**config.mk**
```make
export PLATFORM = sky130hd
export DESIGN_NAME = bqc_coef_store
export DESIGN_NICKNAME = d
export VERILOG_FILES = /design/src/sv/assert_macros.svh /design/src/sv/bqc_pkg.sv /design/src/sv/bqc_coef_store.sv
export SDC_FILE = /design/constraint.sdc
export NUM_CORES = 2
export LEC_CHECK = 0
export ABC_CLOCK_PERIOD_IN_PS = 5760
export BUFFER_PORTS_ARGS = -buffer_cell sky130_fd_sc_hd__clkbuf_2
export CAP_MARGIN = 20
export CELL_PAD_IN_SITES_DETAIL_PLACEMENT = 1
export CELL_PAD_IN_SITES_GLOBAL_PLACEMENT = 1
export CORE_ASPECT_RATIO = 1.5
export CORE_MARGIN = 10
export CORE_UTILIZATION = 55
export DETAILED_ROUTE_END_ITERATION = 8
export GPL_TIMING_DRIVEN = 0
export MAX_ROUTING_LAYER = met4
export PLACE_DENSITY = 0.78
export SKIP_CTS_REPAIR_TIMING = 1
export SKIP_LAST_GASP = 1
export SYNTH_ARGS = -nofsm -noshare
export SYNTH_HDL_FRONTEND = slang
export SYNTH_SLANG_ARGS = --single-unit
```
**constraint.sdc**
```tcl
create_clock -name clock -period 5.76 [get_ports clock]
set_input_delay 1.152 -clock clock [delete_from_list [all_inputs] [get_ports clock]]
set_output_delay 1.152 -clock clock [all_outputs]
set_load 0.02 [all_outputs]
```
**src/sv/assert_macros.svh**
```systemverilog
// assertion helpers used by the top level
`ifndef ASSERT_MACROS_SVH
`define ASSERT_MACROS_SVH

// same-cycle implication
`define BQC_ASSERT_IMP(name, ante, cons) \
   name: assert property (@(posedge clock) disable iff (reset) (ante) |-> (cons)) \
      else $error("assertion failed");

// next-cycle implication
`define BQC_ASSERT_NXT(name, ante, cons) \
   name: assert property (@(posedge clock) disable iff (reset) (ante) |=> (cons)) \
      else $error("assertion failed");

`endif

```
**src/sv/bqc_pkg.sv**
```systemverilog
`default_nettype none

package bqc_pkg;

   localparam int BANDS          = 8;
   localparam int SAMPLE_WIDTH   = 24;
   localparam int COEF_FRAC_BITS = 26;

   localparam int STAGES      = BANDS + 2;
   localparam int LAST_STAGE  = STAGES - 1;
   localparam int COEF_WORDS  = STAGES * 5 + 2;
   localparam int MIX_HIGH    = STAGES * 5;
   localparam int MIX_LOW     = STAGES * 5 + 1;
   localparam int DELAY_WORDS = STAGES * 4;
   localparam int DELAY_WIDTH = 48;
   localparam int GUARD       = 16;
   localparam int COEF_WIDTH  = 32;
   localparam int PROD_SHIFT  = COEF_FRAC_BITS - GUARD;

   localparam int STAGE_W = $clog2(STAGES);
   localparam int CADDR_W = $clog2(COEF_WORDS);
   localparam int DADDR_W = STAGE_W + 2;
   localparam int OPND_W  = SAMPLE_WIDTH + 1;
   localparam int PROD_W  = COEF_WIDTH + OPND_W;
   localparam int ACC_W   = DELAY_WIDTH + 2;

   localparam logic signed [COEF_WIDTH-1:0] COEF_ONE = COEF_WIDTH'(64'sd1 <<< COEF_FRAC_BITS);

   localparam logic signed [ACC_W:0] SMP_MAX = (ACC_W+1)'((64'sd1 <<< (SAMPLE_WIDTH-1)) - 1);
   localparam logic signed [ACC_W:0] SMP_MIN = -SMP_MAX - (ACC_W+1)'(1);
   localparam logic signed [ACC_W-1:0] DLY_MAX = ACC_W'((64'sd1 <<< (DELAY_WIDTH-1)) - 1);
   localparam logic signed [ACC_W-1:0] DLY_MIN = -DLY_MAX - ACC_W'(1);

   typedef enum logic [1:0] {
      ACT_SAMPLE = 2'd0,
      ACT_WRITE  = 2'd1,
      ACT_CLEAR  = 2'd2,
      ACT_NOP    = 2'd3
   } action_type;

   typedef struct packed {
      action_type                     action;
      logic signed [SAMPLE_WIDTH-1:0] left_in;
      logic signed [SAMPLE_WIDTH-1:0] right_in;
      logic [5:0]                     coef_addr;
      logic signed [COEF_WIDTH-1:0]   coef_value;
   } req_type;

   typedef struct packed {
      logic signed [SAMPLE_WIDTH-1:0] left_out;
      logic signed [SAMPLE_WIDTH-1:0] right_out;
   } rsp_type;

   typedef enum logic [1:0] {SRC_X, SRC_Y, SRC_DIFF} src_type;
   typedef enum logic [2:0] {ACC_HOLD, ACC_LOADZ, ACC_ADD, ACC_SUB, ACC_SET} acc_op_type;
   typedef enum logic [1:0] {X_HOLD, X_LOAD, X_Y, X_MIX} x_op_type;

   typedef struct packed {
      logic       mul_en;
      src_type    src;
      acc_op_type acc_op;
      logic       y_load;
      x_op_type   x_op;
   } dp_ctrl_type;

   typedef struct packed {
      logic               rd_en;
      logic [CADDR_W-1:0] addr;
      logic               dflt_one;
   } coef_rd_type;

   typedef struct packed {
      logic               rd_en;
      logic [DADDR_W-1:0] rd_addr;
      logic               wr_en;
      logic [DADDR_W-1:0] wr_addr;
   } dly_ctl_type;

   typedef enum logic [4:0] {
      ST_IDLE, ST_B0_RD, ST_B0_MUL, ST_Y_CALC, ST_B1_RD, ST_B1_MUL, ST_B1_ACC,
      ST_A1_MUL, ST_A1_ACC, ST_B2_RD, ST_B2_MUL, ST_B2_SET, ST_A2_MUL, ST_A2_ACC,
      ST_Z2_WR, ST_MIX_RD, ST_MIX_MUL, ST_MIX_OUT, ST_CH_END, ST_DONE
   } state_type;

   function automatic logic signed [SAMPLE_WIDTH-1:0] sat_sample(
      input logic signed [ACC_W:0] v);
      logic signed [SAMPLE_WIDTH-1:0] r;
      if (v > SMP_MAX) r = SMP_MAX[SAMPLE_WIDTH-1:0];
      else if (v < SMP_MIN) r = SMP_MIN[SAMPLE_WIDTH-1:0];
      else r = v[SAMPLE_WIDTH-1:0];
      return r;
   endfunction

   function automatic logic signed [DELAY_WIDTH-1:0] sat_delay(
      input logic signed [ACC_W-1:0] v);
      logic signed [DELAY_WIDTH-1:0] r;
      if (v > DLY_MAX) r = DLY_MAX[DELAY_WIDTH-1:0];
      else if (v < DLY_MIN) r = DLY_MIN[DELAY_WIDTH-1:0];
      else r = v[DELAY_WIDTH-1:0];
      return r;
   endfunction

endpackage

`default_nettype wire

```
**src/sv/bqc_coef_store.sv**
```systemverilog
`default_nettype none

module bqc_coef_store
   import bqc_pkg::*;
(
   input  wire logic                         clock,
   input  wire logic                         reset,
   input  wire logic                         wr_en,
   input  wire logic [CADDR_W-1:0]           wr_addr,
   input  wire logic signed [COEF_WIDTH-1:0] wr_data,
   input  wire coef_rd_type                  rd,
   output logic signed [COEF_WIDTH-1:0]      rd_data
);

   logic signed [COEF_WIDTH-1:0] mem [COEF_WORDS];
   logic [COEF_WORDS-1:0]        valid_ff;
   logic signed [COEF_WIDTH-1:0] rd_data_ff;

   // unwritten words read as one when dflt_one is set, else as zero
   always_ff @(posedge clock) begin
      if (reset) begin
         valid_ff <= '0;
      end else if (wr_en) begin
         valid_ff[wr_addr] <= 1'b1;
      end
   end

   always_ff @(posedge clock) begin
      if (wr_en) begin
         mem[wr_addr] <= wr_data;
      end
      if (rd.rd_en) begin
         if (valid_ff[rd.addr]) rd_data_ff <= mem[rd.addr];
         else if (rd.dflt_one) rd_data_ff <= COEF_ONE;
         else rd_data_ff <= '0;
      end
   end

   assign rd_data = rd_data_ff;

endmodule

`default_nettype wire

```
-- Word level (Yosys, flattened, before mapping)
Memories as Yosys holds them, arrays and structs flattened.
Cells that the tools add are included.
- memories: 1
- output and inout bits: 32
- bits in registers: 84
- bits in writable memories: 1664
- logic and storage cells: 16
- input port bits: 49
- memories (name ; depth ; width ; read ports ; clocked after Yosys merged registers in ; write ports ; line ; text):
    mem ; 52 ; 32 ; 1 ; 0 ; 1 ; bqc_coef_store.sv:15 ; logic signed [COEF_WIDTH-1:0] mem [COEF_WORDS];
- reduce and logical (&&, ||, !) cells: 1
- bitwise gates (word level): 1
- order comparisons: 3
- muxes and demuxes: 8
- operators by type and width (cell ; count):
    52-bit bitwise OR ; 1
    32-bit two-way mux ; 1
    27-bit two-way mux ; 1
    6-bit by 7-bit < comparator with 1-bit output (second input constant) ; 2
    1-bit binary-select mux with 6-bit select ; 1
    1-bit demux with 6-bit select ; 1
    6-bit by 1-bit >= comparator with 1-bit output (second input constant) ; 1
    1-bit two-way mux ; 4
    1-bit logical AND ; 1

-- Logic depth before layout (Yosys ltp)
- depth in word-level cells: 5
- depth in mapped cells: 11
- gate-level depth less buffers: 6

-- Least setup slack after synthesis
OpenSTA, ideal clock, no wires.
- path kind: input port to flip-flop
- start: in wr_addr[5]
- end: mem mem[24][0] (enable)
- setup time: 0.463 ns
- data arrival time: 3.889 ns
- buffers on the path: 1
- cell stages on the path: 4
- required time: 5.297 ns
- path slack: 1.408 ns
- cell sequence: clkbuf_1 -> and3b_1 -> nand2_1 -> nor3_1
- RTL lines (element ; line ; text):
    start: declaration ; bqc_coef_store.sv:9 ; input wire logic [CADDR_W-1:0] wr_addr,
    end: declaration ; bqc_coef_store.sv:15 ;
No word-level cell before the write port.

-- Worst setup path in the final report
- start: in rd[4] in the netlist's numbering
- end: reg rd_data_ff[27], in the netlist rd_data[27] (data pin)
- word-level cells in the longest chain between the ends: 3
- elaborated cells on any way between the ends: 4
- those cells by class: 3 x mux; 1 x memory
- ends and longest elaborated chain (element ; line ; text):
    start: declaration ; bqc_coef_store.sv:11 ; input wire coef_rd_type rd,
    1-bit binary-select mux with 6-bit select ; bqc_coef_store.sv:33 ; if (valid_ff[rd.addr]) rd_data_ff <= mem[rd.addr];
    1-bit two-way mux (implied by the code) ; bqc_coef_store.sv:33 ;
    32-bit two-way mux (*) ; bqc_coef_store.sv:33 ;
    end signal: assignment ; bqc_coef_store.sv:33 ;
    end: declaration ; bqc_coef_store.sv:17 ; logic signed [COEF_WIDTH-1:0] rd_data_ff;
Mark *: on every way between the ends. The rest lies on a longest branch, timed or not. The select of a mux whose other input is x is not followed.
A chain may end at the register's enable or synchronous reset.

==> impl_summary.log <==
[metrics] DRT antenna net count: 0
[metrics] Vias: 34300
[metrics] H-tree depth: 4
[metrics] total track usage: 29.9%
[metrics] Final Net Count: 3346
[metrics] fraction of final layout cells with drive strength greater than 1: 29.6%
[metrics] gpl congestion: 0.914
[metrics] std cell rows: 156
[metrics] status: completed
[metrics] cell types with the largest area share after synthesis: edfxtp_1, mux4_2, mux2i_1
[metrics] area inside the core boundary: 121000 µm²
[metrics] worst min-delay path category: flop to flop
[metrics] upper clock frequency limit: 0.186 GHz
[metrics] crit path DAT: 5.88 ns
[metrics] cell breakdown of the critical path: clkbuf_2 > buf_2 > buf_2 > buf_2 > clkbuf_1 > clkbuf_1 > clkbuf_1 > a22oi_1 > nor3b_1
[metrics] flop and latch count out of synthesis: 1748
[metrics] worst-case setup slack after placement: -0.0370 ns
[metrics] fin. max-slew vios: 0
[metrics] Yosys warning count: 0
[metrics] number of clock sinks: 1748
[metrics] max_cap viols: 0
[metrics] final worst slack: 0.385 ns
[metrics] die footprint: 136000 µm²
[metrics] vias in the first global route: 36000
[metrics] leading area contributor after synthesis: edfxtp_1
[metrics] family with the most delay on the worst path: buffers and inverters
[metrics] drt drc: 0
[metrics] P per Cell Area: 343 nW/µm²
[metrics] half-perimeter wire length after detailed placement: 128000 µm
[metrics] number of iterations in the first detailed-routing pass: 6
[metrics] time the worst path needs with I/O delays and setup: 5.37 ns
[metrics] drt wl/cell: 39.6 µm
[metrics] largest incremental delay on the critical path: 0.86 ns
[metrics] unrepaired setup endpoints after global routing: no
[metrics] critical path endpoint category: flop
[metrics] Crit-path slowest cell: clkbuf_1
[metrics] async set-or-reset flop fraction in the synthesized netlist: 0%
[metrics] Mapped Nets: 3014
[metrics] Tightest Pin Transition: 1.21 ns
[metrics] synthesis-to-layout area growth: 14.4%
[metrics] WHS: 0.479 ns
[metrics] gate count of the mapped netlist: 2965
[metrics] leakage power figure: 0.0242 µW
[metrics] clock edge transition at the registers on the reported setup and hold paths: 0.06 ns
[metrics] num ports: 81
[metrics] count of fill cells added during filler insertion: 9638
[metrics] most used flip-flop cell after synthesis: edfxtp_1
[metrics] post-detailed-routing wire length: 198000 µm
[metrics] Die H: 447 µm
[metrics] Post-synth top cells: edfxtp_1, mux4_2, nor2_1
[metrics] pin count of the biggest net entering global routing: 53
[metrics] effective utilization at floorplan: 55.4%
[metrics] number of setup violations in the final report: 0
[metrics] multi-input gate area in the final layout: 14300 µm²
[metrics] count of input and output buffers: 77
[metrics] Synth cell types: 49
[metrics] fraction of post-synthesis cell area in the top cell type by area: 76.2%
[metrics] number of synthesized flops with an enable pin: 1696
[metrics] clock buffer count from CTS: 156
[metrics] start-to-end type of the worst setup path: primary input to flop
[metrics] Congestion Overflow GR: 0
[metrics] maximum buffer depth of the clock tree: 3
[metrics] Final Hold Violating Endpoints: 0
[metrics] count leader, synth: edfxtp_1
[metrics] TritonCTS clock tree: done
[metrics] initial antenna violation count: 9
[metrics] wire length of the first global-routing pass: 279000 µm
[metrics] critical path launch point type: primary input
[metrics] overall die width: 305 µm
[metrics] Max Clock Skew: 0.0278 ns
[metrics] netlist area before placement: 66800 µm²
[metrics] Sequential cell area: 52000 µm²
[metrics] normalized max-slew margin: 19.4%
[metrics] data required time at the worst endpoint: 6.26 ns
[metrics] Buffers & Inverters on Critical Path: 7
[metrics] CTS Root Cell: clkbuf_16
[metrics] Iter 0 DRT Violations: 4757
[metrics] final clock period utilization by the worst path: 93.3%
[metrics] part of the Yosys area used for sequential elements: 77.8%
[metrics] per-cell via count in the routed design: 6.86
[metrics] worst voltage drop across the vdd grid: 0.000315 V
[metrics] mean area per synthesized cell: 22.5 µm²
[metrics] Worst Path Max Fanout: 10
[metrics] clock latency on the worst-skew pair: 0.82 ns
[metrics] power consumption: 26200 µW
## metrics by stage
stage	area, µm²	setup TNS, ns	instances	utilization [%]
finish	76400	0	5009	63.4
global route	76400	0	5009	63.4
CTS	76100	0	4985	63.1
detailed placement	71000	-0.0370	4700	58.8
global placement	69200	-177.17	4622	57.3
floorplan	66800	0	2965	-
## layout by cell type (no fill, tap or decap), types with 5 or more instances in the layout
cell type	synthesis	layout
a2111oi_0	5	5
a211oi_1	5	5
a222oi_1	22	22
a22oi_1	26	26
buf_1	13	13
buf_12	0	75
buf_2	51	55
buf_4	25	26
buf_6	10	22
bufinv_16	0	18
clkbuf_1	63	92
clkbuf_16	0	157
clkbuf_2	1	78
clkinv_1	0	32
clkinv_2	0	21
clkinv_8	0	6
clkinvlp_4	0	7
dfxtp_1	52	52
diode_2	0	5
edfxtp_1	1696	1696
inv_6	0	10
mux2_2	34	34
mux2i_1	140	140
mux4_2	436	436
nand2_1	74	74
nand3b_1	5	5
nor2_1	160	112
nor2_4	0	48
nor2b_1	10	10
nor3_1	9	5
nor3b_1	22	22
o21a_1	5	5
o21ai_0	22	22
o21ai_1	9	9
o221ai_1	8	8
o22ai_1	26	26
## cell type report
cell class,count,share of cell area [%]
clock buffers,188,5.32
plain buffers,165,1.15
clock inverters,97,1.36
multi-input cells,1051,18.8
repair buffers,174,2.83
diodes,5,0.0164
well taps,1580,2.59
inverters,1,0.00491
flip-flops and latches,1748,68.0
## flip-flops by register name (all words and copies together), names as in the netlist
register	flops
valid_ff	52
mem	1664
rd_data	32
## routing by layer
| metal | share of wire (%) | track usage [%] |
|---|---|---|
| met1 | 33 | 33.8 |
| met2 | 51 | 49.3 |
| met3 | 8.7 | 5.72 |
| met4 | 7.1 | 18.4 |
| met5 | 0 | - |
## path summary, 6_finish.rpt
kind                      from            to  slack [ns]  cells after the start
hold / removal    valid_ff[18]  valid_ff[18]        0.48                      2
setup reg to reg   valid_ff[7]    rd_data[1]        2.52                      8
hold reg to reg   valid_ff[18]  valid_ff[18]        0.48                      2
setup / recovery         rd[4]   rd_data[27]        0.39                      9
## worst reg2reg max path: stages (launching register included)
cell	delay, ns
dfxtp_1	0.41
mux2i_1	0.15
o221ai_1	0.22
a21oi_1	0.09
a211o_1	0.44
and2_1	0.26
clkbuf_2	0.33
buf_2	0.33
nor3b_1	0.70
## where the power goes
group / internal [µW] / leakage (µW) / total (µW) / switching [µW]
logic: 516 / 0.00604 / 1490 / 969
clock network: 5880 / 0.00248 / 10700 / 4770
registers: 14000 / 0.0157 / 14100 / 32.9
## cell families after synthesis
group | after synthesis | share of synthesized area [%]
buf+inv | 166 | 1.32
mux | 610 | 17.4
compound gates | 144 | 1.57
simple gates | 297 | 1.95
flops | 1748 | 77.8
No activity file was read; power rests on OpenSTA's default activity.
