[src/sv/assert_macros.svh]
// assertion helpers used by the top level
`ifndef ASSERT_MACROS_SVH
`define ASSERT_MACROS_SVH

// same-cycle implication
`define BQC_ASSERT_IMP(name, ante, cons) \
   name: assert property (@(posedge clock) disable iff (reset) (ante) |-> (cons)) \
      else $error("assertion failed");

// next-cycle implication
`define BQC_ASSERT_NXT(name, ante, cons) \
   name: assert property (@(posedge clock) disable iff (reset) (ante) |=> (cons)) \
      else $error("assertion failed");

`endif

[src/sv/bqc_pkg.sv]
`default_nettype none

package bqc_pkg;

   localparam int BANDS          = 8;
   localparam int SAMPLE_WIDTH   = 24;
   localparam int COEF_FRAC_BITS = 26;

   localparam int STAGES      = BANDS + 2;
   localparam int LAST_STAGE  = STAGES - 1;
   localparam int COEF_WORDS  = STAGES * 5 + 2;
   localparam int MIX_HIGH    = STAGES * 5;
   localparam int MIX_LOW     = STAGES * 5 + 1;
   localparam int DELAY_WORDS = STAGES * 4;
   localparam int DELAY_WIDTH = 48;
   localparam int GUARD       = 16;
   localparam int COEF_WIDTH  = 32;
   localparam int PROD_SHIFT  = COEF_FRAC_BITS - GUARD;

   localparam int STAGE_W = $clog2(STAGES);
   localparam int CADDR_W = $clog2(COEF_WORDS);
   localparam int DADDR_W = STAGE_W + 2;
   localparam int OPND_W  = SAMPLE_WIDTH + 1;
   localparam int PROD_W  = COEF_WIDTH + OPND_W;
   localparam int ACC_W   = DELAY_WIDTH + 2;

   localparam logic signed [COEF_WIDTH-1:0] COEF_ONE = COEF_WIDTH'(64'sd1 <<< COEF_FRAC_BITS);

   localparam logic signed [ACC_W:0] SMP_MAX = (ACC_W+1)'((64'sd1 <<< (SAMPLE_WIDTH-1)) - 1);
   localparam logic signed [ACC_W:0] SMP_MIN = -SMP_MAX - (ACC_W+1)'(1);
   localparam logic signed [ACC_W-1:0] DLY_MAX = ACC_W'((64'sd1 <<< (DELAY_WIDTH-1)) - 1);
   localparam logic signed [ACC_W-1:0] DLY_MIN = -DLY_MAX - ACC_W'(1);

   typedef enum logic [1:0] {
      ACT_SAMPLE = 2'd0,
      ACT_WRITE  = 2'd1,
      ACT_CLEAR  = 2'd2,
      ACT_NOP    = 2'd3
   } action_type;

   typedef struct packed {
      action_type                     action;
      logic signed [SAMPLE_WIDTH-1:0] left_in;
      logic signed [SAMPLE_WIDTH-1:0] right_in;
      logic [5:0]                     coef_addr;
      logic signed [COEF_WIDTH-1:0]   coef_value;
   } req_type;

   typedef struct packed {
      logic signed [SAMPLE_WIDTH-1:0] left_out;
      logic signed [SAMPLE_WIDTH-1:0] right_out;
   } rsp_type;

   typedef enum logic [1:0] {SRC_X, SRC_Y, SRC_DIFF} src_type;
   typedef enum logic [2:0] {ACC_HOLD, ACC_LOADZ, ACC_ADD, ACC_SUB, ACC_SET} acc_op_type;
   typedef enum logic [1:0] {X_HOLD, X_LOAD, X_Y, X_MIX} x_op_type;

   typedef struct packed {
      logic       mul_en;
      src_type    src;
      acc_op_type acc_op;
      logic       y_load;
      x_op_type   x_op;
   } dp_ctrl_type;

   typedef struct packed {
      logic               rd_en;
      logic [CADDR_W-1:0] addr;
      logic               dflt_one;
   } coef_rd_type;

   typedef struct packed {
      logic               rd_en;
      logic [DADDR_W-1:0] rd_addr;
      logic               wr_en;
      logic [DADDR_W-1:0] wr_addr;
   } dly_ctl_type;

   typedef enum logic [4:0] {
      ST_IDLE, ST_B0_RD, ST_B0_MUL, ST_Y_CALC, ST_B1_RD, ST_B1_MUL, ST_B1_ACC,
      ST_A1_MUL, ST_A1_ACC, ST_B2_RD, ST_B2_MUL, ST_B2_SET, ST_A2_MUL, ST_A2_ACC,
      ST_Z2_WR, ST_MIX_RD, ST_MIX_MUL, ST_MIX_OUT, ST_CH_END, ST_DONE
   } state_type;

   function automatic logic signed [SAMPLE_WIDTH-1:0] sat_sample(
      input logic signed [ACC_W:0] v);
      logic signed [SAMPLE_WIDTH-1:0] r;
      if (v > SMP_MAX) r = SMP_MAX[SAMPLE_WIDTH-1:0];
      else if (v < SMP_MIN) r = SMP_MIN[SAMPLE_WIDTH-1:0];
      else r = v[SAMPLE_WIDTH-1:0];
      return r;
   endfunction

   function automatic logic signed [DELAY_WIDTH-1:0] sat_delay(
      input logic signed [ACC_W-1:0] v);
      logic signed [DELAY_WIDTH-1:0] r;
      if (v > DLY_MAX) r = DLY_MAX[DELAY_WIDTH-1:0];
      else if (v < DLY_MIN) r = DLY_MIN[DELAY_WIDTH-1:0];
      else r = v[DELAY_WIDTH-1:0];
      return r;
   endfunction

endpackage

`default_nettype wire

[src/sv/bqc_datapath.sv]
`default_nettype none

module bqc_datapath
   import bqc_pkg::*;
(
   input  wire logic                           clock,
   input  wire dp_ctrl_type                    ctrl,
   input  wire logic signed [COEF_WIDTH-1:0]   coef,
   input  wire logic signed [DELAY_WIDTH-1:0]  zdata,
   input  wire logic signed [SAMPLE_WIDTH-1:0] load_val,
   output logic signed [SAMPLE_WIDTH-1:0]      x_out,
   output logic signed [DELAY_WIDTH-1:0]       z_wr
);

   logic signed [PROD_W-1:0]       prod_ff, prod_in;
   logic signed [ACC_W-1:0]        acc_ff, acc_in;
   logic signed [SAMPLE_WIDTH-1:0] x_ff, x_in, y_ff, y_in;
   logic signed [OPND_W-1:0]       opnd;
   logic signed [PROD_W-1:0]       psh;
   logic signed [ACC_W:0]          sum_add, sum_sub, y_sum, mix_sum;
   logic signed [PROD_W-1:0]       mix_d;

   always_comb begin
      unique case (ctrl.src)
         SRC_X:    opnd = OPND_W'(x_ff);
         SRC_Y:    opnd = OPND_W'(y_ff);
         SRC_DIFF: opnd = OPND_W'(y_ff) - OPND_W'(x_ff);
         default:  opnd = '0;
      endcase
   end

   // the one shared multiplier
   assign prod_in = ctrl.mul_en ? PROD_W'(coef) * PROD_W'(opnd) : prod_ff;

   // product at delay scale
   assign psh     = prod_ff >>> PROD_SHIFT;
   assign sum_add = (ACC_W+1)'(acc_ff) + (ACC_W+1)'(psh);
   assign sum_sub = (ACC_W+1)'(acc_ff) - (ACC_W+1)'(psh);
   assign y_sum   = (sum_add + (ACC_W+1)'(64'sd1 <<< (GUARD-1))) >>> GUARD;
   assign mix_d   = (prod_ff + PROD_W'(64'sd1 <<< (COEF_FRAC_BITS-1))) >>> COEF_FRAC_BITS;
   assign mix_sum = (ACC_W+1)'(x_ff) + (ACC_W+1)'(mix_d);

   always_comb begin
      unique case (ctrl.acc_op)
         ACC_HOLD:  acc_in = acc_ff;
         ACC_LOADZ: acc_in = ACC_W'(zdata);
         ACC_ADD:   acc_in = sum_add[ACC_W-1:0];
         ACC_SUB:   acc_in = sum_sub[ACC_W-1:0];
         ACC_SET:   acc_in = ACC_W'(psh);
         default:   acc_in = acc_ff;
      endcase
   end

   assign y_in = ctrl.y_load ? sat_sample(y_sum) : y_ff;

   always_comb begin
      unique case (ctrl.x_op)
         X_HOLD:  x_in = x_ff;
         X_LOAD:  x_in = load_val;
         X_Y:     x_in = y_ff;
         X_MIX:   x_in = sat_sample(mix_sum);
         default: x_in = x_ff;
      endcase
   end

   always_ff @(posedge clock) begin
      prod_ff <= prod_in;
      acc_ff  <= acc_in;
      y_ff    <= y_in;
      x_ff    <= x_in;
   end

   assign x_out = x_ff;
   assign z_wr  = sat_delay(acc_ff);

endmodule

`default_nettype wire

[config.mk]
export PLATFORM = sky130hd
export DESIGN_NAME = bqc_datapath
export DESIGN_NICKNAME = d
export VERILOG_FILES = /design/src/sv/assert_macros.svh /design/src/sv/bqc_pkg.sv /design/src/sv/bqc_datapath.sv
export SDC_FILE = /design/constraint.sdc
export NUM_CORES = 2
export LEC_CHECK = 0
export ABC_AREA = 0
export ABC_CLOCK_PERIOD_IN_PS = 20700
export BUFFER_PORTS_ARGS = -buffer_cell sky130_fd_sc_hd__buf_2
export CAP_MARGIN = 20
export CORE_ASPECT_RATIO = 1.5
export CORE_MARGIN = 2
export CORE_UTILIZATION = 50
export DETAILED_ROUTE_END_ITERATION = 10
export GPL_TIMING_DRIVEN = 0
export PLACE_DENSITY_LB_ADDON = 0.25
export SLEW_MARGIN = 25
export SYNTH_ARGS = -nofsm -noshare
export SYNTH_HDL_FRONTEND = slang
export SYNTH_SLANG_ARGS = --single-unit
export TNS_END_PERCENT = 5
[constraint.sdc]
create_clock -name clock -period 20.7 [get_ports clock]
set_clock_uncertainty 0.2 [all_clocks]
set_input_delay 2.07 -clock clock [delete_from_list [all_inputs] [get_ports clock]]
set_output_delay 2.07 -clock clock [all_outputs]
set_load 0.01 [all_outputs]
# --- Word level (Yosys, flattened, before mapping) ---
# Index checks and enable logic that the tools add are counted.
op_classes:
  add_sub_neg: 6
  multipliers: 1
  div: 0
  n_lt_le_gt_ge: 6
  n_eq_ne: 9
  shift: 0
  n_mux: 8
  n_bitwise: 0
  n_reduce_logical: 3
ops:
  columns: ["cell", "count"]
  rows:
  - ["50-bit one-hot mux with 4 select lines", 1]
  - ["48-bit two-way mux", 2]
  - ["25-bit one-hot mux with 3 select lines", 1]
  - ["24-bit two-way mux", 3]
  - ["24-bit one-hot mux with 3 select lines", 1]
  - ["57-bit by 27-bit adder with 57-bit output (second input constant)", 1]
  - ["32-bit by 25-bit multiplier with 57-bit output", 1]
  - ["50-bit by 47-bit adder with 51-bit output", 1]
  - ["51-bit by 17-bit adder with 51-bit output (second input constant)", 1]
  - ["50-bit by 48-bit > comparator with 1-bit output (second input constant)", 1]
  - ["50-bit by 48-bit < comparator with 1-bit output (second input constant)", 1]
  - ["50-bit by 47-bit subtractor with 50-bit output", 1]
  - ["35-bit by 24-bit > comparator with 1-bit output (second input constant)", 1]
  - ["35-bit by 24-bit < comparator with 1-bit output (second input constant)", 1]
  - ["24-bit by 31-bit adder with 32-bit output", 1]
  - ["32-bit by 24-bit > comparator with 1-bit output (second input constant)", 1]
  - ["32-bit by 24-bit < comparator with 1-bit output (second input constant)", 1]
  - ["24-bit by 24-bit subtractor with 25-bit output", 1]
  - ["2-bit == test (second input constant)", 3]
  - ["3-bit by 2-bit == test with 1-bit output (second input constant)", 2]
  - ["2-bit by 1-bit == test with 1-bit output (second input constant)", 2]
  - ["2-bit zero test", 2]
  - ["4-bit nonzero test", 1]
  - ["3-bit by 1-bit == test with 1-bit output (second input constant)", 1]
  - ["3-bit == test (second input constant)", 1]
totals:
  register_bits: 155
  latchBits: 0
  ram_bits: 0
  romBits: 0
  inputBits: 114
  output_inout_bits: 72
  elab_cells: 37
  memories: 0

# --- Depth between registers and ports, before layout ---
depth:
  depth_word: 6
  depth_mapped: 47
  depth_no_buf: 47

# --- Worst setup path before layout ---
# No wires, ideal clock.
synth_timing:
  path_kind: "reg-to-reg"
  start: "reg x_ff[2] (netlist: x_out[2])"
  end: "reg prod_ff[56], data pin"
  arrival_ns: 10.277
  required_time_ns: 20.240
  path_slack_ns: 9.963
  path_stages_with_launch: 42
  n_path_buf: 1
  synth_period_minus_slack_ns: 10.737
  path_cell_list: "edfxtp_1 -> inv_1 -> ha_1 -> nor2b_1 -> o21ai_1 -> a21boi_0 -> o21ai_0 -> nor2b_1 -> o21ai_0 -> a21o_1 -> a21o_1 -> a311oi_1 -> nor3_1 -> o31a_1 -> o21a_1 -> o21a_1 -> or3_1 -> a31oi_1 -> [6 not listed] -> fa_1 -> fa_1 -> inv_1 -> fa_1 -> inv_1 -> ha_1 -> nand2_1 -> nor2_1 -> nand3_1 -> or3b_1 -> a2111oi_2 -> o21ai_1 -> a21o_1 -> o41ai_2 -> or3_1 -> a31oi_1 -> o21bai_1 -> xnor2_1"
synth_between:
  elab_chain_cells: 3
synth_lines:
  columns: ["item", "line", "text"]
  rows:
  - ["start, declared", "bqc_datapath.sv:17", "logic signed [SAMPLE_WIDTH-1:0] x_ff, x_in, y_ff, y_in;"]
  - ["start signal, assigned", "bqc_datapath.sv:70", "x_ff <= x_in;"]
  - ["24-bit by 24-bit subtractor with 25-bit output", "bqc_datapath.sv:27", "SRC_DIFF: opnd = OPND_W'(y_ff) - OPND_W'(x_ff);"]
  - ["25-bit one-hot mux with 3 select lines *", "bqc_datapath.sv:24", "unique case (ctrl.src)"]
  - ["32-bit by 25-bit multiplier with 57-bit output *", "bqc_datapath.sv:33", "assign prod_in = ctrl.mul_en ? PROD_W'(coef) * PROD_W'(opnd) : prod_ff;"]
  - ["end signal, assigned", "bqc_datapath.sv:67", "prod_ff <= prod_in;"]
  - ["end, declared", "bqc_datapath.sv:15", "logic signed [PROD_W-1:0] prod_ff, prod_in;"]
# Every way passes the cells marked *; elsewhere a longest branch is shown, timed or not.
# A chain may end at the register's enable or synchronous reset.

# --- Worst setup path after layout ---
layout_timing:
  start: "in ctrl[7] in the netlist's numbering"
  end: "reg prod_ff[56], data pin"
layout_between:
  elab_chain_cells: 3
  word_cells_on_any_way: 5
layout_lines:
  columns: ["item", "line", "text"]
  rows:
  - ["start, declared", "bqc_datapath.sv:7", "input wire dp_ctrl_type ctrl,"]
  - ["2-bit == test, or another cell as far along", "bqc_datapath.sv:24", null]
  - ["25-bit one-hot mux with 3 select lines *", "bqc_datapath.sv:24", null]
  - ["32-bit by 25-bit multiplier with 57-bit output *", "bqc_datapath.sv:33", null]
# Marks and branches as above.

==> results_tabular.tex <==
\begin{tabular}{lr}
\hline
Metric & Value \\
\hline
\multicolumn{2}{l}{\textbf{Status}} \\
Status & complete, no violations \\
\multicolumn{2}{l}{\textbf{Place}} \\
Post-Place Worst Slack & 6170 ps \\
Placer Congestion & 1.01 \\
Sum of net half-perimeters after detailed placement & 136,000 um \\
Port bufs & 180 \\
Total instance count after detailed placement & 6,349 \\
\multicolumn{2}{l}{\textbf{Critical path}} \\
Cell family with most CP delay & adder cells \\
Slowest CP cell & a2111oi\_2 \\
Sum of buffers and inverters on the critical path & 9 \\
Crit start category & input pin \\
CP most frequent cell & fa\_1 \\
Kind of capture point of the worst setup path & flip-flop \\
Type of the setup path with the least slack & input pin to flip-flop \\
WP data arrival & 14,370 ps \\
CP Data Required Time & 20,700 ps \\
Largest fanout on the critical path & 10 \\
Worst path max stage delay & 970 ps \\
\multicolumn{2}{l}{\textbf{Clock tree}} \\
TritonCTS clock tree & built \\
Register clock-pin slew on the reported worst setup and hold paths & 80 ps \\
Number of gates resized after cts & 0 \\
Clock latency reported for the late side of the worst-skew pair & 470 ps \\
Cell at the root of the clock tree & clkbuf\_16 \\
Clk sinks & 145 \\
Post-CTS Setup Bufs & 0 \\
Maximum buffer depth of the clock tree & 2 \\
Clock buffers created by TritonCTS & 17 \\
H-tree depth & 4 \\
Quantity of hold-fixing buffers added after cts & 0 \\
\multicolumn{2}{l}{\textbf{Floorplan}} \\
Initial cell density of the core & 50.4\% \\
I/O pin count & 186 \\
Die area & 89,300 um\^{}2 \\
Core Footprint & 86,200 um\^{}2 \\
Die X & 245 um \\
Height of the chip & 365 um \\
Number of placement rows & 132 \\
\multicolumn{2}{l}{\textbf{Yosys}} \\
Prevailing post-synth register cell & edfxtp\_1 \\
Flip-flop and latch count after synthesis & 145 \\
Net Count, Synth & 6,264 \\
Number of instances in the synthesized netlist & 5,020 \\
Count of flip-flops with a built-in enable after synthesis & 145 \\
Share of async-settable or async-resettable flops after synthesis & 0\% \\
Combined area of all synthesized cells & 43,400 um\^{}2 \\
Per-instance average area after synthesis & 8.65 um\^{}2 \\
Yosys warning count & 0 \\
Share of synthesized area occupied by flip-flops and latches & 10.0\% \\
Number of distinct library cells after synthesis & 93 \\
\multicolumn{2}{l}{\textbf{Detailed routing}} \\
DR vias/cell & 5.82 \\
Avg WL per Cell & 25.4 um \\
Drt initial violations & 2,780 \\
Post-route DRC violation count & 0 \\
Count of antenna-violating nets left after detailed routing & 0 \\
Drt total wl & 162,000 um \\
Vias & 37,200 \\
First-pass detailed-route iteration total & 8 \\
\multicolumn{2}{l}{\textbf{Min path}} \\
Class of the tightest hold or removal check & flip-flop to flip-flop \\
\multicolumn{2}{l}{\textbf{Global routing}} \\
Global routing usage on met1 & 40.4\% \\
Overflow left after global routing & 0 \\
Met2 demand-to-capacity share in global routing & 64.3\% \\
Most heavily used metal layer in global routing & met2 \\
Vias in the first global route & 39,400 \\
Maximum number of pins on one net before global-route repair & 48 \\
Wire length of the first global-routing pass & 242,000 um \\
Antenna violations before repair & 5 \\
Tot GR Track Use & 37.2\% \\
M3 GR Usage & 5.74\% \\
\multicolumn{2}{l}{\textbf{STA}} \\
Setup\_tns & 0 ps \\
Share of the clock period used by the worst path & 69.4\% \\
RSZ-0062 raised after global routing & false \\
Count of pins over their slew limit & 0 \\
Worst hold slack after final layout & 510 ps \\
Hold Vio Cnt, Final & 0 \\
Crit path time final & 14,370 ps \\
Crit path setup slack, layout & 6330 ps \\
Fmax & 69.6 MHz \\
Actual slew at the worst max-slew pin & 1160 ps \\
Worst-case headroom to the max-slew limit & 22.0\% \\
Setup-violating endpoint count in the final report & 0 \\
\multicolumn{2}{l}{\textbf{Layout}} \\
Final layout net count & 6,473 \\
Fraction of layout cells with a size suffix above 1 & 5.99\% \\
Final non-filler cell total & 6,388 \\
Area growth from synthesis to layout & 7.25\% \\
\multicolumn{2}{l}{\textbf{Job}} \\
Maximum capacitance violations & 0 \\
\hline
\end{tabular}
[worst reg2reg max path, delay by kind of cell, from the launching register on]
kind | cells | cell delay, ps
compound gates | 19 | 5750
xor+xnor | 2 | 460
fa+ha+maj | 9 | 4240
buf+inv | 7 | 1170
flops | 1 | 450
simple gates | 7 | 1550
[flip-flops by register name (all words and copies together), names as in the netlist]
name / flops
x_out: 24
acc_ff: 50
prod_ff: 47
y_ff: 24
[through the flow]
step                      area [um^2]  utilization (%)
after floorplan                 43400                -
after global placement          45700             53.1
after detailed placement        45900             53.3
after CTS                       46500             54.0
after global routing            46500             54.0
final                           46600             54.0
[layer usage]
layer,share of wire (%),wire length [um]
met1,34,55500
met2,49,79100
met3,7.2,11700
met4,9.9,16000
met5,0,0
[cells in the mapped netlist (27+ instances only)]
master    number  area (um^2)
a31oi_1       41          257
a21o_1        53          398
ha_1         308         3850
inv_1        916         3440
nor3_1        42          210
nand2_1      689         2590
o21ai_0      132          661
nor2b_1      122          763
o22ai_1       32          200
xor2_1        44          385
fa_1         822        16500
o21a_1        27          203
a21oi_1      192          961
clkbuf_1     214          803
o21bai_1      37          278
xnor2_1      183         1600
and2_1       183         1140
nor2_1       341         1280
nand3_1       68          340
nand2b_1      57          357
edfxtp_1     145         4350
o21ai_1       30          150
a211oi_1      27          203
[kinds of logic (layout without fill, tap and decap cells)]
family,after synthesis,count (layout),synth area share [%]
DFF,145,145,10.0
and+or+nand+nor,1627,1627,17.5
AOI/OAI and AO/OA,698,698,10.3
xor gates and xnor gates,227,227,4.58
adders and majority gates,1130,1130,46.8
buffers and inverters,1163,1385,10.1
other,0,7,0
muxes,30,30,0.703
[area by class of cell]
type / count / area (um^2)
clock inverter: 15 / 181
multi-input combinational: 3712 / 34800
clock buffer: 17 / 425
timing repair buffer: 190 / 998
inverter: 926 / 3480
fill: 8227 / 39600
antenna: 7 / 17.5
buffer: 237 / 922
sequential: 145 / 4350
tap: 1139 / 1430
[placed cells by master (no fill, tap or decap), drive strengths merged, types with 7 or more instances in the layout]
master	synthesis	routed
nand3	70	70
nand2b	57	57
nor2	341	341
xor2	44	44
a21o	53	53
o22ai	32	32
or2	20	20
xnor2	183	183
buf	23	213
ha	308	308
a31oi	42	42
mux2i	26	26
o21bai	37	37
o31ai	16	16
nand4	15	15
and2	184	184
o21ai	163	163
diode	0	7
o41ai	7	7
a21oi	193	193
o21a	27	27
nor4	22	22
nor3	46	46
a21boi	13	13
nand2	689	689
nor2b	122	122
and3	17	17
nor3b	7	7
edfxtp	145	145
clkbuf	214	231
inv	924	936
or3	16	16
fa	822	822
o211ai	15	15
a211oi	28	28
[path summary, 6_finish.rpt]
path / startpoint / to / slack (ps) / depth (start not counted)
worst min register to register: y_ff[0] / x_out[0] / 510 / 2
worst max register to register: x_out[1] / prod_ff[56] / 6610 / 44
worst min-delay path: y_ff[0] / x_out[0] / 510 / 2
worst max-delay path: ctrl[7] / prod_ff[56] / 6330 / 32
Power is left out: the tool's default activity adds up to more than one toggle a clock period on the data nets, which glitch-free logic cannot reach.
